File: src/rtl/kcl_pkg.sv
// shared types, codes and constants of the keypad code lock controller
package kcl_pkg;

    localparam int CODE_LEN_DEF = 8;

    localparam int KEY_W    = 8;
    localparam int STATUS_W = 4;
    localparam int MODE_W   = 3;
    localparam int COUNT_W  = 5;
    localparam int FAIL_W   = 4;
    localparam int CHECK_W  = 8;
    localparam int RESULT_W = STATUS_W + MODE_W + COUNT_W + FAIL_W + CHECK_W;
    localparam int M_TDATA_W = ((RESULT_W + 7) / 8) * 8;

    localparam logic [KEY_W-1:0] KEY_DIGIT_LO = 8'h30;
    localparam logic [KEY_W-1:0] KEY_DIGIT_HI = 8'h39;
    localparam logic [KEY_W-1:0] KEY_RETURN   = 8'h0D;
    localparam logic [KEY_W-1:0] KEY_ESC      = 8'h1B;

    localparam logic [FAIL_W-1:0] FAIL_LIMIT_RESET = 4'd5;
    localparam logic [FAIL_W-1:0] FAIL_MAX         = 4'd15;

    typedef enum logic [STATUS_W-1:0] {
        ST_IGNORED  = 4'd0,
        ST_DIGIT    = 4'd1,
        ST_TOO_LONG = 4'd2,
        ST_UNLOCKED = 4'd3,
        ST_WRONG    = 4'd4,
        ST_LOCKOUT  = 4'd5,
        ST_FIRST    = 4'd6,
        ST_SAVED    = 4'd7,
        ST_MISMATCH = 4'd8,
        ST_RESET    = 4'd9,
        ST_ALARM    = 4'd10,
        ST_CLEARED  = 4'd11
    } status_t;

    // external mode codes
    localparam logic [MODE_W-1:0] MODE_CODE_LOCKED   = 3'd0;
    localparam logic [MODE_W-1:0] MODE_CODE_SET      = 3'd1;
    localparam logic [MODE_W-1:0] MODE_CODE_CONFIRM  = 3'd2;
    localparam logic [MODE_W-1:0] MODE_CODE_UNLOCKED = 3'd3;
    localparam logic [MODE_W-1:0] MODE_CODE_LOCKOUT  = 3'd4;

    // lock state machine, one-hot
    typedef enum logic [4:0] {
        MODE_LOCKED   = 5'b00001,
        MODE_SET      = 5'b00010,
        MODE_CONFIRM  = 5'b00100,
        MODE_UNLOCKED = 5'b01000,
        MODE_LOCKOUT  = 5'b10000
    } mode_t;

    typedef struct packed {
        logic [CHECK_W-1:0]  check_byte;
        logic [FAIL_W-1:0]   failures;
        logic [COUNT_W-1:0]  digit_count;
        logic [MODE_W-1:0]   mode;
        status_t             status;
    } result_t;

    function automatic logic [MODE_W-1:0] mode_code(input mode_t m);
        logic [MODE_W-1:0] c;
        begin
            case (m)
                MODE_LOCKED:   c = MODE_CODE_LOCKED;
                MODE_SET:      c = MODE_CODE_SET;
                MODE_CONFIRM:  c = MODE_CODE_CONFIRM;
                MODE_UNLOCKED: c = MODE_CODE_UNLOCKED;
                MODE_LOCKOUT:  c = MODE_CODE_LOCKOUT;
                default:       c = MODE_CODE_SET;
            endcase
            return c;
        end
    endfunction

endpackage

File: src/rtl/kcl_engine.sv
// lock state, code buffers and per-key decision logic
module kcl_engine #(
    parameter int CODE_LEN = kcl_pkg::CODE_LEN_DEF
) (
    input  logic                        aclk,
    input  logic                        aresetn,
    input  logic                        step_en,
    input  logic [kcl_pkg::KEY_W-1:0]   key,
    input  logic [kcl_pkg::FAIL_W-1:0]  fail_limit,
    output kcl_pkg::result_t            result
);

    localparam logic [kcl_pkg::COUNT_W-1:0] LEN = kcl_pkg::COUNT_W'(CODE_LEN);

    kcl_pkg::mode_t                mode_reg, mode_next;
    logic [kcl_pkg::COUNT_W-1:0]   count_reg, count_next;
    logic [kcl_pkg::FAIL_W-1:0]    fail_reg, fail_next;
    logic [7:0] entry_reg  [CODE_LEN];
    logic [7:0] entry_next [CODE_LEN];
    logic [7:0] first_reg  [CODE_LEN];
    logic [7:0] first_next [CODE_LEN];
    logic [7:0] code_reg   [CODE_LEN];
    logic [7:0] code_next  [CODE_LEN];

    logic                          is_digit;
    logic                          entry_eq_code;
    logic                          first_eq_entry;
    logic [7:0]                    first_sum;
    logic [kcl_pkg::FAIL_W-1:0]    fail_inc;
    kcl_pkg::status_t              status;
    logic [kcl_pkg::CHECK_W-1:0]   check;

    assign is_digit = (key >= kcl_pkg::KEY_DIGIT_LO) && (key <= kcl_pkg::KEY_DIGIT_HI);
    assign fail_inc = (fail_reg < kcl_pkg::FAIL_MAX) ? fail_reg + 1'b1 : fail_reg;

    always_comb begin
        entry_eq_code  = 1'b1;
        first_eq_entry = 1'b1;
        first_sum      = 8'd0;
        for (int i = 0; i < CODE_LEN; i++) begin
            if (entry_reg[i] != code_reg[i]) entry_eq_code = 1'b0;
            if (first_reg[i] != entry_reg[i]) first_eq_entry = 1'b0;
            first_sum = first_sum + first_reg[i];
        end
    end

    always_comb begin
        mode_next  = mode_reg;
        count_next = count_reg;
        fail_next  = fail_reg;
        entry_next = entry_reg;
        first_next = first_reg;
        code_next  = code_reg;
        status     = kcl_pkg::ST_IGNORED;
        check      = '0;

        if (is_digit) begin
            if (mode_reg == kcl_pkg::MODE_LOCKED || mode_reg == kcl_pkg::MODE_SET ||
                mode_reg == kcl_pkg::MODE_CONFIRM) begin
                if (count_reg < LEN) begin
                    for (int i = 0; i < CODE_LEN; i++) begin
                        if (count_reg == kcl_pkg::COUNT_W'(i)) entry_next[i] = key;
                    end
                    count_next = count_reg + 1'b1;
                    status     = kcl_pkg::ST_DIGIT;
                end else begin
                    for (int i = 0; i < CODE_LEN; i++) entry_next[i] = 8'd0;
                    count_next = '0;
                    status     = kcl_pkg::ST_TOO_LONG;
                end
            end
        end else if (key == kcl_pkg::KEY_RETURN) begin
            case (mode_reg)
                kcl_pkg::MODE_LOCKED: begin
                    if (entry_eq_code) begin
                        mode_next = kcl_pkg::MODE_UNLOCKED;
                        status    = kcl_pkg::ST_UNLOCKED;
                    end else if (fail_inc > fail_limit) begin
                        mode_next = kcl_pkg::MODE_LOCKOUT;
                        fail_next = '0;
                        status    = kcl_pkg::ST_LOCKOUT;
                    end else begin
                        fail_next = fail_inc;
                        status    = kcl_pkg::ST_WRONG;
                    end
                    for (int i = 0; i < CODE_LEN; i++) entry_next[i] = 8'd0;
                    count_next = '0;
                end
                kcl_pkg::MODE_SET: begin
                    first_next = entry_reg;
                    for (int i = 0; i < CODE_LEN; i++) entry_next[i] = 8'd0;
                    count_next = '0;
                    mode_next  = kcl_pkg::MODE_CONFIRM;
                    status     = kcl_pkg::ST_FIRST;
                end
                kcl_pkg::MODE_CONFIRM: begin
                    if (first_eq_entry) begin
                        code_next = first_reg;
                        check     = ~first_sum;
                        mode_next = kcl_pkg::MODE_LOCKED;
                        status    = kcl_pkg::ST_SAVED;
                    end else begin
                        mode_next = kcl_pkg::MODE_SET;
                        status    = kcl_pkg::ST_MISMATCH;
                    end
                    for (int i = 0; i < CODE_LEN; i++) begin
                        first_next[i] = 8'd0;
                        entry_next[i] = 8'd0;
                    end
                    count_next = '0;
                end
                kcl_pkg::MODE_UNLOCKED: begin
                    for (int i = 0; i < CODE_LEN; i++) entry_next[i] = 8'd0;
                    count_next = '0;
                    mode_next  = kcl_pkg::MODE_SET;
                    status     = kcl_pkg::ST_RESET;
                end
                kcl_pkg::MODE_LOCKOUT: begin
                    mode_next = kcl_pkg::MODE_UNLOCKED;
                    status    = kcl_pkg::ST_ALARM;
                end
                default: begin
                    status = kcl_pkg::ST_IGNORED;
                end
            endcase
        end else if (key == kcl_pkg::KEY_ESC) begin
            for (int i = 0; i < CODE_LEN; i++) entry_next[i] = 8'd0;
            count_next = '0;
            status     = kcl_pkg::ST_CLEARED;
        end
    end

    assign result.status      = status;
    assign result.mode        = kcl_pkg::mode_code(mode_next);
    assign result.digit_count = count_next;
    assign result.failures    = fail_next;
    assign result.check_byte  = check;

    always_ff @(posedge aclk) begin
        if (!aresetn) begin
            mode_reg  <= kcl_pkg::MODE_SET;
            count_reg <= '0;
            fail_reg  <= '0;
            for (int i = 0; i < CODE_LEN; i++) begin
                entry_reg[i] <= 8'd0;
                first_reg[i] <= 8'd0;
                code_reg[i]  <= 8'd0;
            end
        end else if (step_en) begin
            mode_reg  <= mode_next;
            count_reg <= count_next;
            fail_reg  <= fail_next;
            entry_reg <= entry_next;
            first_reg <= first_next;
            code_reg  <= code_next;
        end
    end

endmodule

File: src/rtl/keypad_code_lock_controller_top.sv
// top level of the keypad code lock controller: stream ports, apb register, result register
// Each key code beat yields exactly one result beat. A key is captured in an input
// register, decided by one pass of logic in the lock engine, and its result is loaded into
// the output register as the key advances; a new key is taken every cycle while the result
// side keeps up, and the engine state (mode, counts, code buffers) is updated at the same
// edge that loads the output register. Digits 0x30-0x39 fill the entry buffer in locked,
// set or confirm mode, enter (0x0D) drives the lock modes, escape (0x1B) clears the buffer,
// any other code is reported as ignored. The register fail_limit (byte address 0, reset 5)
// sets how many wrong codes are tolerated before lockout; write it only while no key is in
// flight. After reset the lock sits in set code mode with an all-zero stored code.
module keypad_code_lock_controller_top #(
    parameter int CODE_LEN = kcl_pkg::CODE_LEN_DEF
) (
    input  logic                             aclk,
    input  logic                             aresetn,
    // key input stream
    input  logic                             s_tvalid,
    output logic                             s_tready,
    input  logic [kcl_pkg::KEY_W-1:0]        s_tdata,   // [7:0] key_code
    // result stream
    output logic                             m_tvalid,
    input  logic                             m_tready,
    // [3:0] status, [6:4] mode, [11:7] digit_count, [15:12] failures,
    // [23:16] check_byte
    output logic [kcl_pkg::M_TDATA_W-1:0]    m_tdata,
    // apb register port
    input  logic                             psel,
    input  logic                             penable,
    input  logic                             pwrite,
    input  logic [2:0]                       paddr,
    input  logic [31:0]                      pwdata,
    output logic [31:0]                      prdata,
    output logic                             pready
);

    // configuration register
    logic [kcl_pkg::FAIL_W-1:0] fail_limit_reg;
    logic                       fail_limit_sel;

    assign pready         = 1'b1;
    assign fail_limit_sel = (paddr[2] == 1'b0);
    assign prdata         = fail_limit_sel ? {28'd0, fail_limit_reg} : 32'd0;

    always_ff @(posedge aclk) begin
        if (!aresetn) begin
            fail_limit_reg <= kcl_pkg::FAIL_LIMIT_RESET;
        end else if (psel && penable && pwrite && pready && fail_limit_sel) begin
            fail_limit_reg <= pwdata[kcl_pkg::FAIL_W-1:0];
        end
    end

    // input register
    logic                      in_valid_reg;
    logic [kcl_pkg::KEY_W-1:0] in_key_reg;
    logic                      advance;    // key in input register moves to result register

    assign advance  = in_valid_reg && (!m_tvalid || m_tready);
    assign s_tready = !in_valid_reg || advance;

    always_ff @(posedge aclk) begin
        if (!aresetn) begin
            in_valid_reg <= 1'b0;
        end else if (s_tready) begin
            in_valid_reg <= s_tvalid;
        end
    end

    always_ff @(posedge aclk) begin
        if (s_tvalid && s_tready) begin
            in_key_reg <= s_tdata;
        end
    end

    // lock engine, state commits on advance
    kcl_pkg::result_t step_result;

    kcl_engine #(
        .CODE_LEN (CODE_LEN)
    ) u_engine (
        .aclk       (aclk),
        .aresetn    (aresetn),
        .step_en    (advance),
        .key        (in_key_reg),
        .fail_limit (fail_limit_reg),
        .result     (step_result)
    );

    // result register
    logic                           out_valid_reg;
    logic [kcl_pkg::RESULT_W-1:0]   out_data_reg;

    always_ff @(posedge aclk) begin
        if (!aresetn) begin
            out_valid_reg <= 1'b0;
        end else if (advance) begin
            out_valid_reg <= 1'b1;
        end else if (m_tready) begin
            out_valid_reg <= 1'b0;
        end
    end

    always_ff @(posedge aclk) begin
        if (advance) begin
            out_data_reg <= step_result;
        end
    end

    assign m_tvalid = out_valid_reg;
    assign m_tdata  = kcl_pkg::M_TDATA_W'(out_data_reg);

endmodule

File: config.mk
export PLATFORM = sky130hd
export DESIGN_NAME = keypad_code_lock_controller_top
export DESIGN_NICKNAME = d
export VERILOG_FILES = /design/src/rtl/kcl_pkg.sv /design/src/rtl/kcl_engine.sv /design/src/rtl/keypad_code_lock_controller_top.sv
export SDC_FILE = /design/constraint.sdc
export NUM_CORES = 1
export LEC_CHECK = 0
export BUFFER_PORTS_ARGS = -buffer_cell sky130_fd_sc_hd__buf_2
export CAP_MARGIN = 20
export CORE_MARGIN = 10
export CORE_UTILIZATION = 60
export DETAILED_ROUTE_END_ITERATION = 10
export PLACE_DENSITY = 0.87
export SLEW_MARGIN = 25
export SYNTH_ARGS = -nofsm -noshare
export SYNTH_HDL_FRONTEND = slang
export SYNTH_SLANG_ARGS = --single-unit
File: constraint.sdc
create_clock -name aclk -period 4.4 [get_ports aclk]
set_clock_uncertainty 0.15 [all_clocks]
set_input_delay 0.22 -clock aclk [delete_from_list [all_inputs] [get_ports aclk]]
set_output_delay 0.22 -clock aclk [all_outputs]
set_load 0.05 [all_outputs]
==> results of run 1 <==
[placed cells by master (no fill, tap or decap), types with 15 or more instances in the layout]
cell,instances
nor2b_1,109
dlygate4sd3_1,15
dfxtp_1,212
clkbuf_16,27
a21boi_1,20
xor2_1,66
and3_1,24
edfxtp_1,32
xnor2_1,82
nand2_1,108
a21oi_1,21
a22oi_1,24
fa_1,39
mux2i_1,72
inv_1,48
nor4_1,22
ha_1,17
nand3_1,72
buf_2,48
conb_1,29
o21ai_0,18
nand4_1,24
and2_1,15
nor2_1,50
a21boi_0,47
[final cells by class]
class / count / area, um2 / share of cell area
Multi-Input combinational cell: 933 / 6760 / 0.488
Sequential cell: 244 / 5200 / 0.376
Clock buffer: 38 / 767 / 0.0554
Timing Repair Buffer: 77 / 508 / 0.0367
Tap cell: 270 / 338 / 0.0244
Inverter: 49 / 184 / 0.0133
Clock inverter: 8 / 93.8 / 0.00677
[cells in the mapped netlist, types with 24 or more instances]
cell type,number,area (um2)
buf_4,30,225
nand3_1,72,360
nand2_1,109,409
fa_1,39,781
dfxtp_1,212,4240
nor2b_1,109,682
nor2_1,50,188
a22oi_1,24,180
xor2_1,66,578
a21boi_0,47,353
inv_1,48,180
edfxtp_1,32,961
nand4_1,24,150
clkbuf_1,43,161
mux2i_1,72,721
and3_1,24,150
xnor2_1,82,718
[worst max-delay path: stages (launching register included)]
cell      delay (ps)
dfxtp_1          430
fa_1             500
fa_1             540
fa_1             540
fa_1             560
ha_1             330
a21o_1           180
a21oi_1          220
o21bai_1          90
a21oi_1          170
xnor2_1          150
nor2_1            60
[per-layer routing]
layer | up-vias | GRT usage
met2 | 506 | 0.384
li1 | 4389 | -
met5 | - | 0
met1 | 4550 | 0.303
met4 | 0 | 0.114
met3 | 126 | 0.0530
[path summary, 6_finish.rpt]
check                           slack (ps)                    end                    from  cells after the start
worst max-delay path                   240            m_tdata[23]  u_engine.first_reg[11]                     11
worst min-delay path                    50      fail_limit_reg[2]                  pwrite                      4
worst max register to register         240            m_tdata[23]  u_engine.first_reg[11]                     11
worst min register to register         360  u_engine.count_reg[4]   u_engine.count_reg[4]                      1
[logic make-up after synthesis]
| family | synth area share |
|---|---|
| xor+xnor | 0.104 |
| compound gates | 0.0943 |
| simple gates | 0.193 |
| other cells | 0.000600 |
| fa+ha+maj | 0.0793 |
| buf+inv | 0.0527 |
| mux | 0.0612 |
| flops | 0.416 |
[per-stage QoR]
step	cell area (um2)	utilization	total power [uW]	worst slack, ps	hold slack, ps
2_1_floorplan	12600	-	2540	526	169
3_3_place_gp	12800	0.630	2560	358	248
3_5_place_dp	12800	0.631	2560	282	249
4_1_cts	13900	0.680	4730	244	50.6
5_1_grt	13900	0.680	4860	107	67.1
6_report	13900	0.680	4730	244	53.6
[power groups by stage]
stage | Combinational, uW | Clock (uW) | Sequential, uW
final | 244 | 2200 | 2290
after global placement | 224 | 0 | 2340
after CTS | 239 | 2200 | 2290
after floorplan | 176 | 0 | 2360
after detailed placement | 228 | 0 | 2340
after global routing | 258 | 2310 | 2290
==> flow_summary.toml, run 1 <==
[outcome]
outcome = "completed"

[sta]
hold_viol = 0
worst_slew_pin_slew_ps = 951
setup_violations = 0
fmax_ghz = 0.241
rsz0062_at_grt = "no"
relSlewSlack = 0.362
slew_violations = 0
finalCritPeriodShare = 0.945
finalSetupTns_ps = 0
fin_crit_ps = 4160

[detailed_routing]
drt-met1-wl_um = 12800
viasPerCell = 5.91
dr.pass1.iters = 6
top_layer = "met4"
met3_length_um = 3160
wl_met2_um = 15300
wire_per_inst_um = 20.2
initialDrtViolationCount = 1157
drc_errors = 0
ant_nets = 0
vias = 9571
wirelength_um = 32800

[clock_tree]
clockRootBuffer = "clkbuf_16"
clk_pin_slew_ps = 60
cts_tree = "yes"
cts.repair.resized = 0
ctsHoldBuffers = 15
numCtsBuffers = 26
htreeDepth = 1
cts.sinks = 244
clk_latency_ps = 540
post_cts_buffers = 0
clk_path_buf_depth = 3

[finish]
antenna_cells = 0
stdcell_count = 1619
fill_cells = 1512
drive_above_1_share = 0.0875
synthToLayoutAreaGrowth_pct = 10.7
fin_nets = 1437

[power_and_ir_drop]
p_seq_frac = 0.484
p_clk_frac = 0.465
comb_power_share = 0.052
power_switching_uw = 1070
vdd_ir_drop_max_mv = 0.330
power.density_nw_per_um2 = 341
switching_share = 0.227
power.static_leakage_uw = 0.00607
p_int_uw = 3660

[grt]
grt_pass1_wl_um = 51400
grt_pass1_vias = 9333
grt_overflow = 0
track_usage = 0.240
grt_start_max_net_pins = 81
antenna_found_initial = 0

[floorplan]
die_area_um2 = 27000
chipHeight_um = 164
ioPinCount = 109
die_w_um = 164
initial_core_util = 0.615
coreArea_um2 = 20400
rows = 52

[worst_hold_path]
hold_class = "input pin to flip-flop"

[placed_design]
dpl.hpwl_um = 22300
gp_congestion = 0.950
io_buffers = 49
dp_cells = 1558

[synth]
syn_inst = 1290
ys_warn_count = 0
synth_edf_count = 32
async_flop_share = 0
ys_types = 63
ys.flop_type = "dfxtp_1"
ys_ff_latch = 244
netlist_area_um2 = 12500
ys_seq_area_frac = 0.416
avgSynthCellArea_um2 = 9.71

[setup_path]
cp-start-kind = "flip-flop"
worstSetupEndpointType = "flip-flop"
cp.arrival_ps = 4300
path_max_fanout = 4
worstSetupPathType = "flip-flop to flip-flop"
required_ps = 4540

[job]
maxCapViolCount = 0
(Power assumes the default switching activity.)
==> run 2, diff against run 1 <==
Settings changed: CORE_UTILIZATION 60 to 54, PLACE_DENSITY 0.87 to 0.83.
Clock period 4.4 ns to 3.65 ns, I/O delays scaled along.
==> run 2 against run 1 <==
The flow now finishes with violations (setup timing). Via count increased by 2.7%. Clock-buffer cell count decreased by 3. Routed wire length increased by 4.3%. Register-to-register slack got worse by 460 ps.
==> flow_summary.toml, run 2 (synthesized netlist as in run 1, its figures left out) <==
[power_and_ir_drop]
vdd_ir_drop_max_mv = 0.347
power.static_leakage_uw = 0.00641
power.density_nw_per_um2 = 397

[sta]
slew_violations = 0
hold_viol = 0
relSlewSlack = 0.263
fin_crit_ps = 3860
fmax_ghz = 0.259
finalCritPeriodShare = 1.06
fin_ws_ps = -215
rsz0062_at_grt = "yes"
setup_violations = 4
worst_slew_pin_slew_ps = 1100

[finish]
drive_above_1_share = 0.145
stdcell_area_um2 = 14500
fin_nets = 1496
regArea_um2 = 5210
antenna_cells = 0
fill_cells = 1763
layout_commonest_cell = "dfxtp_1"
synthToLayoutAreaGrowth_pct = 15.5
multi_input_area_um2 = 6830
layout_common_cells = "206 x dfxtp_1, 109 x nor2b_1, 108 x nand2_1, 81 x xnor2_1, 72 x mux2i_1"

[outcome]
outcome = "finished, violations left"
violations = "setup timing"

[grt]
grt_use_met1 = 0.291
antenna_found_initial = 0
track_usage = 0.226
grt.busiest_layer = "met2"
met3_usage = 0.0449
grt_pass1_wl_um = 52800
grt_start_max_net_pins = 106
grt_pass1_vias = 9586
grt_overflow = 0
grt_util_met2 = 0.361

[setup_path]
slowest_stage = "fa_1"
critPathTopFamily = "adder cells"
path_max_fanout = 2
cp_num_buf_inv = 0
cp.arrival_ps = 4000
crit_path_cell_trace = "fa_1, fa_1, fa_1, fa_1, ha_1, a21o_1, a21oi_2, o21bai_1, a21oi_2, xnor2_1, nor2_1"
cp-start-kind = "flip-flop"
worstSetupEndpointType = "flip-flop"
r2r-start = "u_engine.first_reg[27]"
cpPeakStageDelay_ps = 610
worstSetupPathType = "flip-flop to flip-flop"
required_ps = 3790
startpoint = "u_engine.first_reg[27]"
cp_common_cell = "fa_1"

[job]
maxCapViolCount = 0

[clock_tree]
clk_latency_ps = 550
htreeDepth = 1
numCtsBuffers = 27
clk_path_buf_depth = 3
clockRootBuffer = "clkbuf_16"
clk_pin_slew_ps = 60
cts.sinks = 244
cts_tree = "yes"

[placed_design]
dpl.hpwl_um = 23500
pre_cts_slack_ps = -185
gp_congestion = 0.915
io_buffers = 49
dpl-instance-area_um2 = 13400

[floorplan]
ioPinCount = 109
coreArea_um2 = 22700
rows = 55
die_w_um = 172
die_area_um2 = 29700
chipHeight_um = 172
initial_core_util = 0.551

[detailed_routing]
wire_per_inst_um = 20.2
ant_nets = 0
initialDrtViolationCount = 1018
dr.pass1.iters = 6
vias = 9830
drc_errors = 0
wirelength_um = 34200
viasPerCell = 5.80

[worst_hold_path]
hold_class = "input pin to flip-flop"
hp-start = "penable"
[run 2: cell type report]
class,count,share of cell area
multi-input cells,933,0.472
clock inverters,14,0.00891
clock buffers,35,0.0510
repair buffers,135,0.0701
well taps,285,0.0247
inverters,49,0.0127
flip-flops and latches,244,0.360
[run 2: worst register-to-register path, cell delays in order, from the launching register on]
cell      delay, ps
dfxtp_2         330
fa_1            510
fa_1            610
fa_1            450
fa_1            550
ha_1            240
a21o_1          200
a21oi_2         150
o21bai_1        100
a21oi_2         140
xnor2_1         130
nor2_1           50
[run 2: final timing paths]
path                                               end  slack [ps]  cells past startpoint
worst max-delay path                       m_tdata[23]        -210                     11
worst min-delay path                 fail_limit_reg[2]          10                      4
worst max register to register             m_tdata[23]        -210                     11
worst min register to register  u_engine.first_reg[55]         360                      2
[run 2: through the flow]
stage,std cells,util,total power [uW],hold WS [ps],TNS [ps]
4_1_cts,1693,0.634,5740,4.42,-384
5_1_grt,1695,0.637,5880,48.5,-913
2_1_floorplan,1317,-,3060,131,-132
3_3_place_gp,1628,0.589,3090,210,-254
6_report,1695,0.637,5740,10.9,-638
3_5_place_dp,1628,0.589,3090,211,-410
[run 2: per-layer routing]
layer / up-vias / share of wire
li1: 4507 / -
met1: 4752 / 0.41
met2: 463 / 0.46
met3: 108 / 0.092
met4: 0 / 0.044
met5: - / 0
[run 2: power breakdown]
part           total (uW)  leakage (uW)  switching (uW)  internal (uW)
sequential           2760       0.00202            19.1           2740
clock                2690      0.000428            1120           1570
combinational         293       0.00396             211           82.3
[run 2: timing repair]
item                       in CTS  in global routing
resized for setup               1                 13
hold buffers                   15                  0
hold endpoints to repair       14                  0
buffers inserted                1                  1
setup endpoints to repair       3                  5
pin swaps                       7                  3
cloned                          0                  0
==> run 3, diff against run 2 <==
Settings changed: RECOVER_POWER set to 50.
==> run 3 against run 2 <==
Combinational power is essentially flat. Maximum frequency is 0.18% lower. The flow finishes with violations (capacitance limit, slew limit, setup timing). Sequential power is essentially flat. Critical path type unchanged. Clock-buffer cell count unchanged. Highest routed layer unchanged. Critical endpoint unchanged.
==> flow_summary.toml, run 3 (synthesized netlist as in run 1, its figures left out) <==
[worst_hold_path]
hp-start = "pwrite"
hold_class = "input pin to flip-flop"

[sta]
slew_violations = 202
rsz0062_at_grt = "yes"
fmax_ghz = 0.258
fin_crit_ps = 3870
setup_violations = 23
fin_ws_ps = -221
worst_slew_pin_slew_ps = 1770
hold_viol = 0
finalCritPeriodShare = 1.06
relSlewSlack = -0.183

[grt]
antenna_found_initial = 0
grt_pass1_vias = 9586
track_usage = 0.226
grt_pass1_wl_um = 52800
grt_start_max_net_pins = 106
grt_overflow = 0

[job]
maxCapViolCount = 4

[clock_tree]
clockRootBuffer = "clkbuf_16"
htreeDepth = 1
clk_path_buf_depth = 3
cts.sinks = 244
numCtsBuffers = 27
cts_tree = "yes"
clk_latency_ps = 550
clk_pin_slew_ps = 60

[floorplan]
initial_core_util = 0.551
ioPinCount = 109
chipHeight_um = 172
rows = 55
die_w_um = 172
coreArea_um2 = 22700
die_area_um2 = 29700

[power_and_ir_drop]
finalPower_uw = 5740
power_switching_uw = 1360
vdd_ir_drop_max_mv = 0.347
power.density_nw_per_um2 = 399
p_int_uw = 4380
power.static_leakage_uw = 0.00629
p_clk_frac = 0.469
p_seq_frac = 0.481
switching_share = 0.236
comb_power_share = 0.051

[setup_path]
cp-start-kind = "flip-flop"
cp.arrival_ps = 4010
r2r-start = "u_engine.first_reg[27]"
worstSetupEndpointType = "flip-flop"
path_max_fanout = 2
worstSetupPathType = "flip-flop to flip-flop"
startpoint = "u_engine.first_reg[27]"
required_ps = 3790

[finish]
antenna_cells = 0
synthToLayoutAreaGrowth_pct = 14.8
drive_above_1_share = 0.118
fin_nets = 1496
stdcell_count = 1695
fill_cells = 1796
layout_common_cells = "206 x dfxtp_1, 109 x nor2b_1, 108 x nand2_1, 81 x xnor2_1, 72 x mux2i_1"
layout_commonest_cell = "dfxtp_1"

[placed_design]
io_buffers = 49
gp_congestion = 0.915
dp_cells = 1628
dpl.hpwl_um = 23500

[outcome]
outcome = "finished, violations left"
violations = "capacitance limit, slew limit, setup timing"

[detailed_routing]
viasPerCell = 5.85
initialDrtViolationCount = 1115
ant_nets = 0
wire_per_inst_um = 20.2
drc_errors = 0
dr.pass1.iters = 6
vias = 9914
wirelength_um = 34200
==> run 3: cell types whose count changed in the layout (fill, tap and decap cells not counted), sizes merged <==
cell    before  now
buf        120   82
clkbuf      35   73
==> run 3: cell type report <==
cell class	instances	area, um2	share of cell area
well taps	285	357	0.0248
clock inverters	14	129	0.00897
inverters	49	184	0.0128
clock buffers	35	737	0.0513
flip-flops and latches	244	5210	0.363
multi-input cells	933	6820	0.474
repair buffers	135	938	0.0653
==> run 3: power groups by stage <==
stage	clock network (uW)	registers, uW	logic, uW
2_1_floorplan	0	2850	212
3_3_place_gp	0	2820	271
3_5_place_dp	0	2820	275
4_1_cts	2690	2760	288
5_1_grt	2810	2760	307
6_report	2690	2760	290
==> run 3: path summary, 6_finish.rpt <==
kind                            end  slack, ps  cells after the start
max                     m_tdata[23]       -220                     11
min               fail_limit_reg[2]         10                      4
max reg2reg             m_tdata[23]       -220                     11
min reg2reg  u_engine.first_reg[55]        360                      2
==> run 3: metal layers <==
metal,vias up,track usage,wire (um)
met5,-,0,0
met4,0,0.0975,1370
met3,92,0.0449,3200
met2,487,0.361,15800
met1,4822,0.291,13800
li1,4513,-,-
==> run 3: worst max-delay path, stage by stage (launching register included) <==
cell and delay, ps:
dfxtp_2 330, fa_1 520, fa_1 610, fa_1 460, fa_1 550, ha_1 240
a21o_1 200, a21oi_2 150, o21bai_1 100, a21oi_2 140, xnor2_1 130, nor2_1 50
==> run 3: timing repair <==
item | in CTS | in global routing
hold buffers | 15 | 0
endpoints found under the setup margin | 3 | 5
pin swaps | 7 | 3
resized for setup | 1 | 13
hold endpoints to repair | 14 | 0
buffers inserted | 1 | 1
==> run 3: metrics by stage <==
stage	TNS, ps	hold slack (ps)	cell area, um2	worst slack (ps)	util
floorplan	-132	131	12700	-77.6	-
global placement	-254	210	13400	-127	0.589
detailed placement	-410	211	13400	-185	0.589
CTS	-384	4.42	14400	-162	0.634
global route	-7070	48.5	14400	-304	0.633
finish	-1450	14.0	14400	-221	0.633
